===== src/design/rcd_pkg.sv =====
// shared constants, types and index helpers for the restricted circular deque
package rcd_pkg;

    localparam int DEPTH    = 8;
    localparam int IDX_W    = $clog2(DEPTH);
    localparam int CNT_W    = $clog2(DEPTH + 1);
    localparam int WORD_W   = 32;
    localparam int KIND_W   = 3;
    localparam int STATUS_W = 3;

    localparam logic [KIND_W-1:0] KIND_INS_REAR  = 3'd0;
    localparam logic [KIND_W-1:0] KIND_INS_FRONT = 3'd1;
    localparam logic [KIND_W-1:0] KIND_REM_FRONT = 3'd2;
    localparam logic [KIND_W-1:0] KIND_REM_REAR  = 3'd3;
    localparam logic [KIND_W-1:0] KIND_LIST      = 3'd4;

    localparam logic [STATUS_W-1:0] ST_OK          = 3'd0;
    localparam logic [STATUS_W-1:0] ST_OVERFLOW    = 3'd1;
    localparam logic [STATUS_W-1:0] ST_UNDERFLOW   = 3'd2;
    localparam logic [STATUS_W-1:0] ST_EMPTY       = 3'd3;
    localparam logic [STATUS_W-1:0] ST_NOT_ALLOWED = 3'd4;

    localparam logic MODE_INPUT_RESTRICTED  = 1'b0;
    localparam logic MODE_OUTPUT_RESTRICTED = 1'b1;

    typedef enum logic [1:0] {
        OUTC_ERROR,
        OUTC_INSERT,
        OUTC_REMOVE,
        OUTC_LIST
    } outcome_t;

    typedef struct packed {
        logic load_item;
        logic exec_insert;
        logic exec_remove;
        logic list_start;
        logic list_next;
        logic out_err;
        logic out_ins_ok;
        logic out_read;
    } dp_cmd_t;

    typedef struct packed {
        outcome_t outcome;
        logic     last;
    } dp_stat_t;

    function automatic logic [IDX_W-1:0] idx_up(input logic [IDX_W-1:0] i);
        idx_up = (i == IDX_W'(DEPTH - 1)) ? '0 : i + 1'b1;
    endfunction

    function automatic logic [IDX_W-1:0] idx_down(input logic [IDX_W-1:0] i);
        idx_down = (i == '0) ? IDX_W'(DEPTH - 1) : i - 1'b1;
    endfunction

endpackage


===== src/design/rcd_ram.sv =====
// generic single-write, single-read ram with registered read data
module rcd_ram #(
    parameter int WIDTH = 32,
    parameter int DEPTH = 8
) (
    input  logic                     clk,
    input  logic                     we,
    input  logic [$clog2(DEPTH)-1:0] waddr,
    input  logic [WIDTH-1:0]         wdata,
    input  logic                     re,
    input  logic [$clog2(DEPTH)-1:0] raddr,
    output logic [WIDTH-1:0]         rdata
);

    logic [WIDTH-1:0] mem [DEPTH];
    logic [WIDTH-1:0] rdata_reg;

    always_ff @(posedge clk)
    begin
        if (we)
        begin
            mem[waddr] <= wdata;
        end
        if (re)
        begin
            rdata_reg <= mem[raddr];
        end
    end

    assign rdata = rdata_reg;

endmodule


===== src/design/rcd_datapath.sv =====
// deque datapath: indices, element count, slot ram, mode register and result word
module rcd_datapath
    import rcd_pkg::*;
(
    input  logic                       clk,
    input  logic                       rst_n,
    input  dp_cmd_t                    cmd,
    output dp_stat_t                   stat,
    input  logic                       cfg_write,
    input  logic                       cfg_mode,
    input  logic [KIND_W-1:0]          kind,
    input  logic signed [WORD_W-1:0]   value,
    output logic [STATUS_W-1:0]        status,
    output logic signed [WORD_W-1:0]   data,
    output logic                       last
);

    logic                  mode_reg, mode_next;
    logic [IDX_W-1:0]      front_reg, front_next;
    logic [IDX_W-1:0]      rear_reg, rear_next;
    logic [IDX_W-1:0]      pos_reg, pos_next;
    logic [CNT_W-1:0]      count_reg, count_next;
    logic [CNT_W-1:0]      remain_reg, remain_next;
    logic                  listing_reg, listing_next;

    logic [KIND_W-1:0]     kind_reg;
    logic [WORD_W-1:0]     value_reg;
    logic [STATUS_W-1:0]   status_reg;
    logic [WORD_W-1:0]     data_reg;
    logic                  last_reg;

    logic                  ram_we;
    logic                  ram_re;
    logic [IDX_W-1:0]      ram_waddr;
    logic [IDX_W-1:0]      ram_raddr;
    logic [WORD_W-1:0]     ram_rdata;

    logic                  is_empty;
    logic                  is_full;
    outcome_t              outcome;
    logic [STATUS_W-1:0]   err_status;

    assign is_empty = (count_reg == '0);
    assign is_full  = (count_reg == CNT_W'(DEPTH));

    // classify the held item
    always_comb
    begin
        outcome    = OUTC_ERROR;
        err_status = ST_NOT_ALLOWED;
        unique case (kind_reg)
            KIND_INS_REAR, KIND_INS_FRONT:
            begin
                if (kind_reg == KIND_INS_FRONT && mode_reg == MODE_INPUT_RESTRICTED)
                begin
                    err_status = ST_NOT_ALLOWED;
                end
                else if (is_full)
                begin
                    err_status = ST_OVERFLOW;
                end
                else
                begin
                    outcome = OUTC_INSERT;
                end
            end
            KIND_REM_FRONT, KIND_REM_REAR:
            begin
                if (kind_reg == KIND_REM_REAR && mode_reg == MODE_OUTPUT_RESTRICTED)
                begin
                    err_status = ST_NOT_ALLOWED;
                end
                else if (is_empty)
                begin
                    err_status = ST_UNDERFLOW;
                end
                else
                begin
                    outcome = OUTC_REMOVE;
                end
            end
            KIND_LIST:
            begin
                if (is_empty)
                begin
                    err_status = ST_EMPTY;
                end
                else
                begin
                    outcome = OUTC_LIST;
                end
            end
            default:
            begin
                err_status = ST_NOT_ALLOWED;
            end
        endcase
    end

    always_comb
    begin
        mode_next    = mode_reg;
        front_next   = front_reg;
        rear_next    = rear_reg;
        pos_next     = pos_reg;
        count_next   = count_reg;
        remain_next  = remain_reg;
        listing_next = listing_reg;
        ram_we       = 1'b0;
        ram_re       = 1'b0;
        ram_waddr    = '0;
        ram_raddr    = pos_reg;

        if (cfg_write)
        begin
            mode_next = cfg_mode;
        end

        if (cmd.exec_insert)
        begin
            ram_we = 1'b1;
            if (is_empty)
            begin
                ram_waddr  = '0;
                front_next = '0;
                rear_next  = '0;
            end
            else if (kind_reg == KIND_INS_REAR)
            begin
                ram_waddr = idx_up(rear_reg);
                rear_next = ram_waddr;
            end
            else
            begin
                ram_waddr  = idx_down(front_reg);
                front_next = ram_waddr;
            end
            count_next = count_reg + 1'b1;
        end

        if (cmd.exec_remove)
        begin
            ram_re       = 1'b1;
            listing_next = 1'b0;
            if (kind_reg == KIND_REM_FRONT)
            begin
                ram_raddr  = front_reg;
                front_next = idx_up(front_reg);
            end
            else
            begin
                ram_raddr = rear_reg;
                rear_next = idx_down(rear_reg);
            end
            count_next = count_reg - 1'b1;
            // last element gone: both indices back to zero
            if (count_reg == CNT_W'(1))
            begin
                front_next = '0;
                rear_next  = '0;
            end
        end

        if (cmd.list_start)
        begin
            ram_re       = 1'b1;
            ram_raddr    = front_reg;
            pos_next     = idx_up(front_reg);
            remain_next  = count_reg;
            listing_next = 1'b1;
        end

        if (cmd.list_next)
        begin
            ram_re    = 1'b1;
            ram_raddr = pos_reg;
            pos_next  = idx_up(pos_reg);
        end

        if (cmd.out_read && listing_reg)
        begin
            remain_next = remain_reg - 1'b1;
        end
    end

    always_ff @(posedge clk or negedge rst_n)
    begin
        if (!rst_n)
        begin
            mode_reg    <= MODE_INPUT_RESTRICTED;
            front_reg   <= '0;
            rear_reg    <= '0;
            pos_reg     <= '0;
            count_reg   <= '0;
            remain_reg  <= '0;
            listing_reg <= 1'b0;
        end
        else
        begin
            mode_reg    <= mode_next;
            front_reg   <= front_next;
            rear_reg    <= rear_next;
            pos_reg     <= pos_next;
            count_reg   <= count_next;
            remain_reg  <= remain_next;
            listing_reg <= listing_next;
        end
    end

    // payload registers
    always_ff @(posedge clk)
    begin
        if (cmd.load_item)
        begin
            kind_reg  <= kind;
            value_reg <= $unsigned(value);
        end
        if (cmd.out_err)
        begin
            status_reg <= err_status;
            data_reg   <= '0;
            last_reg   <= 1'b1;
        end
        else if (cmd.out_ins_ok)
        begin
            status_reg <= ST_OK;
            data_reg   <= '0;
            last_reg   <= 1'b1;
        end
        else if (cmd.out_read)
        begin
            status_reg <= ST_OK;
            data_reg   <= ram_rdata;
            last_reg   <= !listing_reg || (remain_reg == CNT_W'(1));
        end
    end

    rcd_ram #(
        .WIDTH (WORD_W),
        .DEPTH (DEPTH)
    ) u_slots (
        .clk   (clk),
        .we    (ram_we),
        .waddr (ram_waddr),
        .wdata (value_reg),
        .re    (ram_re),
        .raddr (ram_raddr),
        .rdata (ram_rdata)
    );

    assign stat.outcome = outcome;
    assign stat.last    = last_reg;
    assign status       = status_reg;
    assign data         = $signed(data_reg);
    assign last         = last_reg;

endmodule


===== src/design/rcd_ctrl.sv =====
// deque controller: sequences accept, execute, slot read and result hand-off
module rcd_ctrl
    import rcd_pkg::*;
(
    input  logic     clk,
    input  logic     rst_n,
    input  logic     in_valid,
    output logic     in_stall,
    output logic     out_valid,
    input  logic     out_stall,
    output dp_cmd_t  cmd,
    input  dp_stat_t stat
);

    typedef enum logic [1:0] {
        S_IDLE,
        S_EXEC,
        S_FETCH,
        S_SEND
    } state_t;

    state_t state_reg, state_next;
    logic   in_stall_reg, in_stall_next;
    logic   out_valid_reg, out_valid_next;

    always_comb
    begin
        state_next     = state_reg;
        in_stall_next  = in_stall_reg;
        out_valid_next = out_valid_reg;
        cmd            = '0;
        unique case (state_reg)
            S_IDLE:
            begin
                if (in_valid)
                begin
                    cmd.load_item = 1'b1;
                    in_stall_next = 1'b1;
                    state_next    = S_EXEC;
                end
            end
            S_EXEC:
            begin
                unique case (stat.outcome)
                    OUTC_ERROR:
                    begin
                        cmd.out_err    = 1'b1;
                        out_valid_next = 1'b1;
                        state_next     = S_SEND;
                    end
                    OUTC_INSERT:
                    begin
                        cmd.exec_insert = 1'b1;
                        cmd.out_ins_ok  = 1'b1;
                        out_valid_next  = 1'b1;
                        state_next      = S_SEND;
                    end
                    OUTC_REMOVE:
                    begin
                        cmd.exec_remove = 1'b1;
                        state_next      = S_FETCH;
                    end
                    default:
                    begin
                        cmd.list_start = 1'b1;
                        state_next     = S_FETCH;
                    end
                endcase
            end
            S_FETCH:
            begin
                cmd.out_read   = 1'b1;
                out_valid_next = 1'b1;
                state_next     = S_SEND;
            end
            default:
            begin
                if (!out_stall)
                begin
                    out_valid_next = 1'b0;
                    if (stat.last)
                    begin
                        in_stall_next = 1'b0;
                        state_next    = S_IDLE;
                    end
                    else
                    begin
                        cmd.list_next = 1'b1;
                        state_next    = S_FETCH;
                    end
                end
            end
        endcase
    end

    always_ff @(posedge clk or negedge rst_n)
    begin
        if (!rst_n)
        begin
            state_reg     <= S_IDLE;
            in_stall_reg  <= 1'b0;
            out_valid_reg <= 1'b0;
        end
        else
        begin
            state_reg     <= state_next;
            in_stall_reg  <= in_stall_next;
            out_valid_reg <= out_valid_next;
        end
    end

    assign in_stall  = in_stall_reg;
    assign out_valid = out_valid_reg;

endmodule


===== src/design/restricted_circular_deque.sv =====
// top level of the restricted circular deque
// One word at a time. An insert, a refused operation or an error result puts its result
// word on the output from the result registers loaded in the S_EXEC state. A removal
// goes through S_EXEC and then S_FETCH, which holds the registered read of the slot ram.
// A listing of n elements gives its first word along the same path. After that it gives
// one more word after each word is taken, each word paced by one slot ram read. in_stall
// goes low again in the cycle after the last result word of an item is taken. restriction_mode
// may be written at any cycle (cfg_ready is always high) but should only change while no
// item is in progress.
module restricted_circular_deque
    import rcd_pkg::*;
(
    input  logic                     clk,
    input  logic                     rst_n,
    input  logic                     in_valid,
    output logic                     in_stall,
    input  logic [KIND_W-1:0]        kind,
    input  logic signed [WORD_W-1:0] value,
    output logic                     out_valid,
    input  logic                     out_stall,
    output logic [STATUS_W-1:0]      status,
    output logic signed [WORD_W-1:0] data,
    output logic                     last,
    input  logic                     cfg_valid,
    output logic                     cfg_ready,
    input  logic                     restriction_mode
);

    dp_cmd_t  cmd;
    dp_stat_t stat;

    assign cfg_ready = 1'b1;

    rcd_ctrl u_ctrl (
        .clk       (clk),
        .rst_n     (rst_n),
        .in_valid  (in_valid),
        .in_stall  (in_stall),
        .out_valid (out_valid),
        .out_stall (out_stall),
        .cmd       (cmd),
        .stat      (stat)
    );

    rcd_datapath u_datapath (
        .clk       (clk),
        .rst_n     (rst_n),
        .cmd       (cmd),
        .stat      (stat),
        .cfg_write (cfg_valid && cfg_ready),
        .cfg_mode  (restriction_mode),
        .kind      (kind),
        .value     (value),
        .status    (status),
        .data      (data),
        .last      (last)
    );

endmodule

===== config.mk =====
export PLATFORM = sky130hd
export DESIGN_NAME = restricted_circular_deque
export DESIGN_NICKNAME = d
export VERILOG_FILES = /design/src/design/rcd_pkg.sv /design/src/design/rcd_ram.sv /design/src/design/rcd_datapath.sv /design/src/design/rcd_ctrl.sv /design/src/design/restricted_circular_deque.sv
export SDC_FILE = /design/constraint.sdc
export NUM_CORES = 1
export LEC_CHECK = 0
export ABC_AREA = 1
export BUFFER_PORTS_ARGS = -buffer_cell sky130_fd_sc_hd__buf_2
export CAP_MARGIN = 5
export CORE_MARGIN = 1
export CORE_UTILIZATION = 61
export DETAILED_ROUTE_END_ITERATION = 8
export GPL_TIMING_DRIVEN = 0
export PLACE_DENSITY = 0.78
export SLEW_MARGIN = 20
export SYNTH_ARGS = -nofsm -noshare
export SYNTH_HDL_FRONTEND = slang
export SYNTH_SLANG_ARGS = --single-unit

===== constraint.sdc =====
create_clock -name clk -period 4.1 [get_ports clk]
set_clock_uncertainty 0.15 [all_clocks]
set_input_delay 0.205 -clock clk [delete_from_list [all_inputs] [get_ports clk]]
set_output_delay 0.205 -clock clk [all_outputs]
set_load 0.02 [all_outputs]

==> summary.md <==
| Metric | Value |
|---|---|
| GR Util All Layers | 29.9% |
| Async SR Flop Fraction | 6.02% |
| Final Power | 13.7 mW |
| CP delay by family, top | simple AND/OR/NAND/NOR gates |
| Worst r2r path cells | 8 |
| Synthesized net count | 1,365 |
| Final Hold Viols | 0 |
| CP bufs+invs | 3 |
| Root buffer cell | clkbuf_16 |
| Crit path time final | 3.42 ns |
| Longest Clk Path Bufs | 3 |
| First-pass GRT wire length | 59.1 mm |
| Area grow syn2layout | 17.9% |
| Final nets | 1,533 |
| Number of synthesized register bits | 382 |
| Max Clk Rate | 293 MHz |
| Final GP Congestion | 0.905 |
| Initial Util | 62.9% |
| Width of the chip | 161 microns |
| Largest register FFs | 256 |
| Post-CTS sizing | 0 |
| Synth area leader | edfxtp_1 |
| Setup repair after global routing missed its margin | false |
| Slew Viols, Final | 0 |
| Worst Setup Path Type | register to register |
| Pin count of the biggest net entering global routing | 24 |
| Worst hold path type | input pin to asynchronous set/reset pin |
| FF-to-FF End | u_datapath.u_slots.mem[5][7] |
| Top-count cell post-synth | nand3_1 |
| Drt first-iter violations | 1,397 |
| Sequential-to-total area share from yosys stat | 71.3% |
| Multi-input logic area | 0.00394 sq mm |
| Clk_lat worst skew | 0.54 ns |
| Yosys warns | 0 |
| Period utilization | 83.4% |
| Area contributors post-synth | edfxtp_1 63%, nand3_1 11%, nand2_1 6.9%, dfxtp_1 4.3%, dfrtp_1 3.7% |
| Maxcap violations | 0 |
| TritonRoute pass-1 iters | 5 |
| Most used routing layer in global routing | met2 |
| DIE HEIGHT | 161 microns |
| WL/cell | 20.6 microns |
| Commonest cells in the netlist | 340 x nand3_1, 326 x edfxtp_1, 284 x nand2_1 |
| Input/output buffers | 78 |
| Met2 Track Usage GR | 50.3% |
| Slew Limit Headroom | 45.4% |
| Synth Instances | 1,303 |
| Peak VDD IR | 445 uV |
| Final cell count without fillers | 1,825 |
| Final WL | 37.6 mm |
| Hold-fix buffer count after cts | 40 |
| Placed insts | 1,715 |
| Grt met3 use | 5.96% |
| CP max stage delay | 0.62 ns |
| Critical Path End Type | register |
| ANT nets after route | 0 |
| Final core area utilization | 74.1% |
| Biggest register | u_datapath.u_slots.mem |
| CP arrival | 3.51 ns |
| Clk sink count | 382 |
| Clk slew on worst S/H paths | 0.06 ns |
| TritonCTS clock tree | yes |
| Finished Cell Area | 0.0182 sq mm |
| Critical R2R Launch | u_datapath.count_reg[0] |
| Remaining DRCs | 0 |
| Row cnt | 57 |
| Flop2flop setup slack | 0.68 ns |
| Cell Chain, Critical Path | inv_1 > ha_1 > nand3_4 > nand2_1 > nor2_1 > inv_1 > nor2_4 > buf_16 |
| Syn_area_per_cell | 11.9 sq um |
| Slowest library cell on the worst path | nor2_1 |
| Top cell type's share of synthesized area | 63.3% |
| Initial antenna violation count | 0 |
| Leakage | 6.98 nW |
| CTS Buf Count | 38 |
| Antenna Cells | 0 |
| Layout cells sized above 1 | 14.8% |
| Mapped cell area | 0.0155 sq mm |
| Vias post-DR | 11,054 |
| Postcts setup bufs | 0 |
| Post-DP HPWL | 23.9 mm |
| Outcome | finished clean |
| Die ar. | 0.0260 sq mm |
| Required @ worst endpoint | 4.19 ns |
| Met1 GRT Util | 38.5% |
| I/O Pins | 80 |
| Total grt overflow | 0 |
| Slew @ Worst Pin | 0.815 ns |
| Final setup violation count | 0 |
| # fillers | 1,570 |
| Register area | 0.0110 sq mm |
| Worst setup SP type | register |
| Vias per std cell | 6.06 |
| CTS H-tree lvls | 2 |
| Netlist cell types | 39 |
| Top FF cell, synth | edfxtp_1 |
| CP Max Fanout | 17 |
| Number of flops mapped to enable cells by yosys | 326 |
| Core Box Area | 0.0246 sq mm |
| Most frequent CP cell | inv_1 |
| Post-place instance area | 0.0166 sq mm |
| PD cells | 754 mW/mm^2 |
| Vias in the first global route | 11,059 |
[where the power goes]
part / leakage (nW) / switching [mW] / total [mW] / internal, mW
clock network: 0.623 / 1.43 / 3.52 / 2.09
registers: 3.51 / 0.349 / 5.30 / 4.95
logic: 2.85 / 3.40 / 4.92 / 1.52
total: 6.98 / 5.18 / 13.7 / 8.56
[area by class of cell]
| cell class | instances | area share, % |
|---|---|---|
| plain buffers | 75 | 2.06 |
| clock buffers | 60 | 6.18 |
| clock inverters | 10 | 0.789 |
| inverters | 50 | 1.03 |
| multi-input cells | 796 | 21.6 |
| flip-flops and latches | 382 | 60.5 |
| well taps | 324 | 2.22 |
| repair buffers | 128 | 5.64 |
[cell families after synthesis]
family / share of synthesized area [%]
simple gates: 19.4
flops: 71.3
buf+inv: 3.64
compound gates: 3.70
fa+ha+maj: 1.70
xor+xnor: 0.283
other cells: 0.0242
[cells in the final DEF, fill, tap and decap left out, drive strengths merged]
master / instances
xor2: 4
nor2: 29
a22oi: 3
buf: 141
nor3: 1
inv: 52
o21bai: 1
ha: 21
o21ai: 39
conb: 1
a31oi: 2
o22ai: 2
nand2: 286
o41ai: 1
clkinv: 5
xnor2: 1
nand3: 341
bufinv: 3
dfrtp: 23
a21oi: 48
dfxtp: 33
o211ai: 4
edfxtp: 326
or2: 4
o221ai: 1
nand4: 3
dlygate4sd3: 40
o31ai: 2
a211oi: 1
a21boi: 1
clkbuf: 82
[per-stage QoR]
| step | setup TNS (ns) | hold WS, ns | setup WS (ns) |
|---|---|---|---|
| finish | 0 | 0.0503 | 0.682 |
| global route | 0 | 0.0811 | 0.461 |
| detailed placement | 0 | 0.0700 | 0.697 |
| floorplan | 0 | -0.241 | 0.687 |
| global placement | -147.59 | 0.0791 | -0.690 |
| CTS | 0 | 0.0371 | 0.690 |
[how the worst max path moves through the flow]
stage                            startpoint                            end  slack [ns]  depth (start not counted)
finish              u_datapath.count_reg[0]   u_datapath.u_slots.mem[5][7]        0.68                          8
global route        u_datapath.count_reg[0]  u_datapath.u_slots.mem[5][25]        0.46                          8
CTS                 u_datapath.count_reg[0]  u_datapath.u_slots.mem[5][25]        0.69                          8
detailed placement  u_datapath.count_reg[0]   u_datapath.u_slots.mem[5][7]        0.70                          8
global placement        u_ctrl.state_reg[1]  u_datapath.u_slots.mem[0][16]       -0.69                          7
floorplan               u_ctrl.state_reg[1]   u_datapath.u_slots.mem[2][0]        0.69                          7
[routing by layer]
layer | share of wire (%) | vias up
met5 | 0 | -
met4 | 3.3 | 0
met3 | 9.0 | 106
met2 | 49 | 649
met1 | 38 | 5300
li1 | - | 4999
No activity file was read; power rests on OpenSTA's default activity.
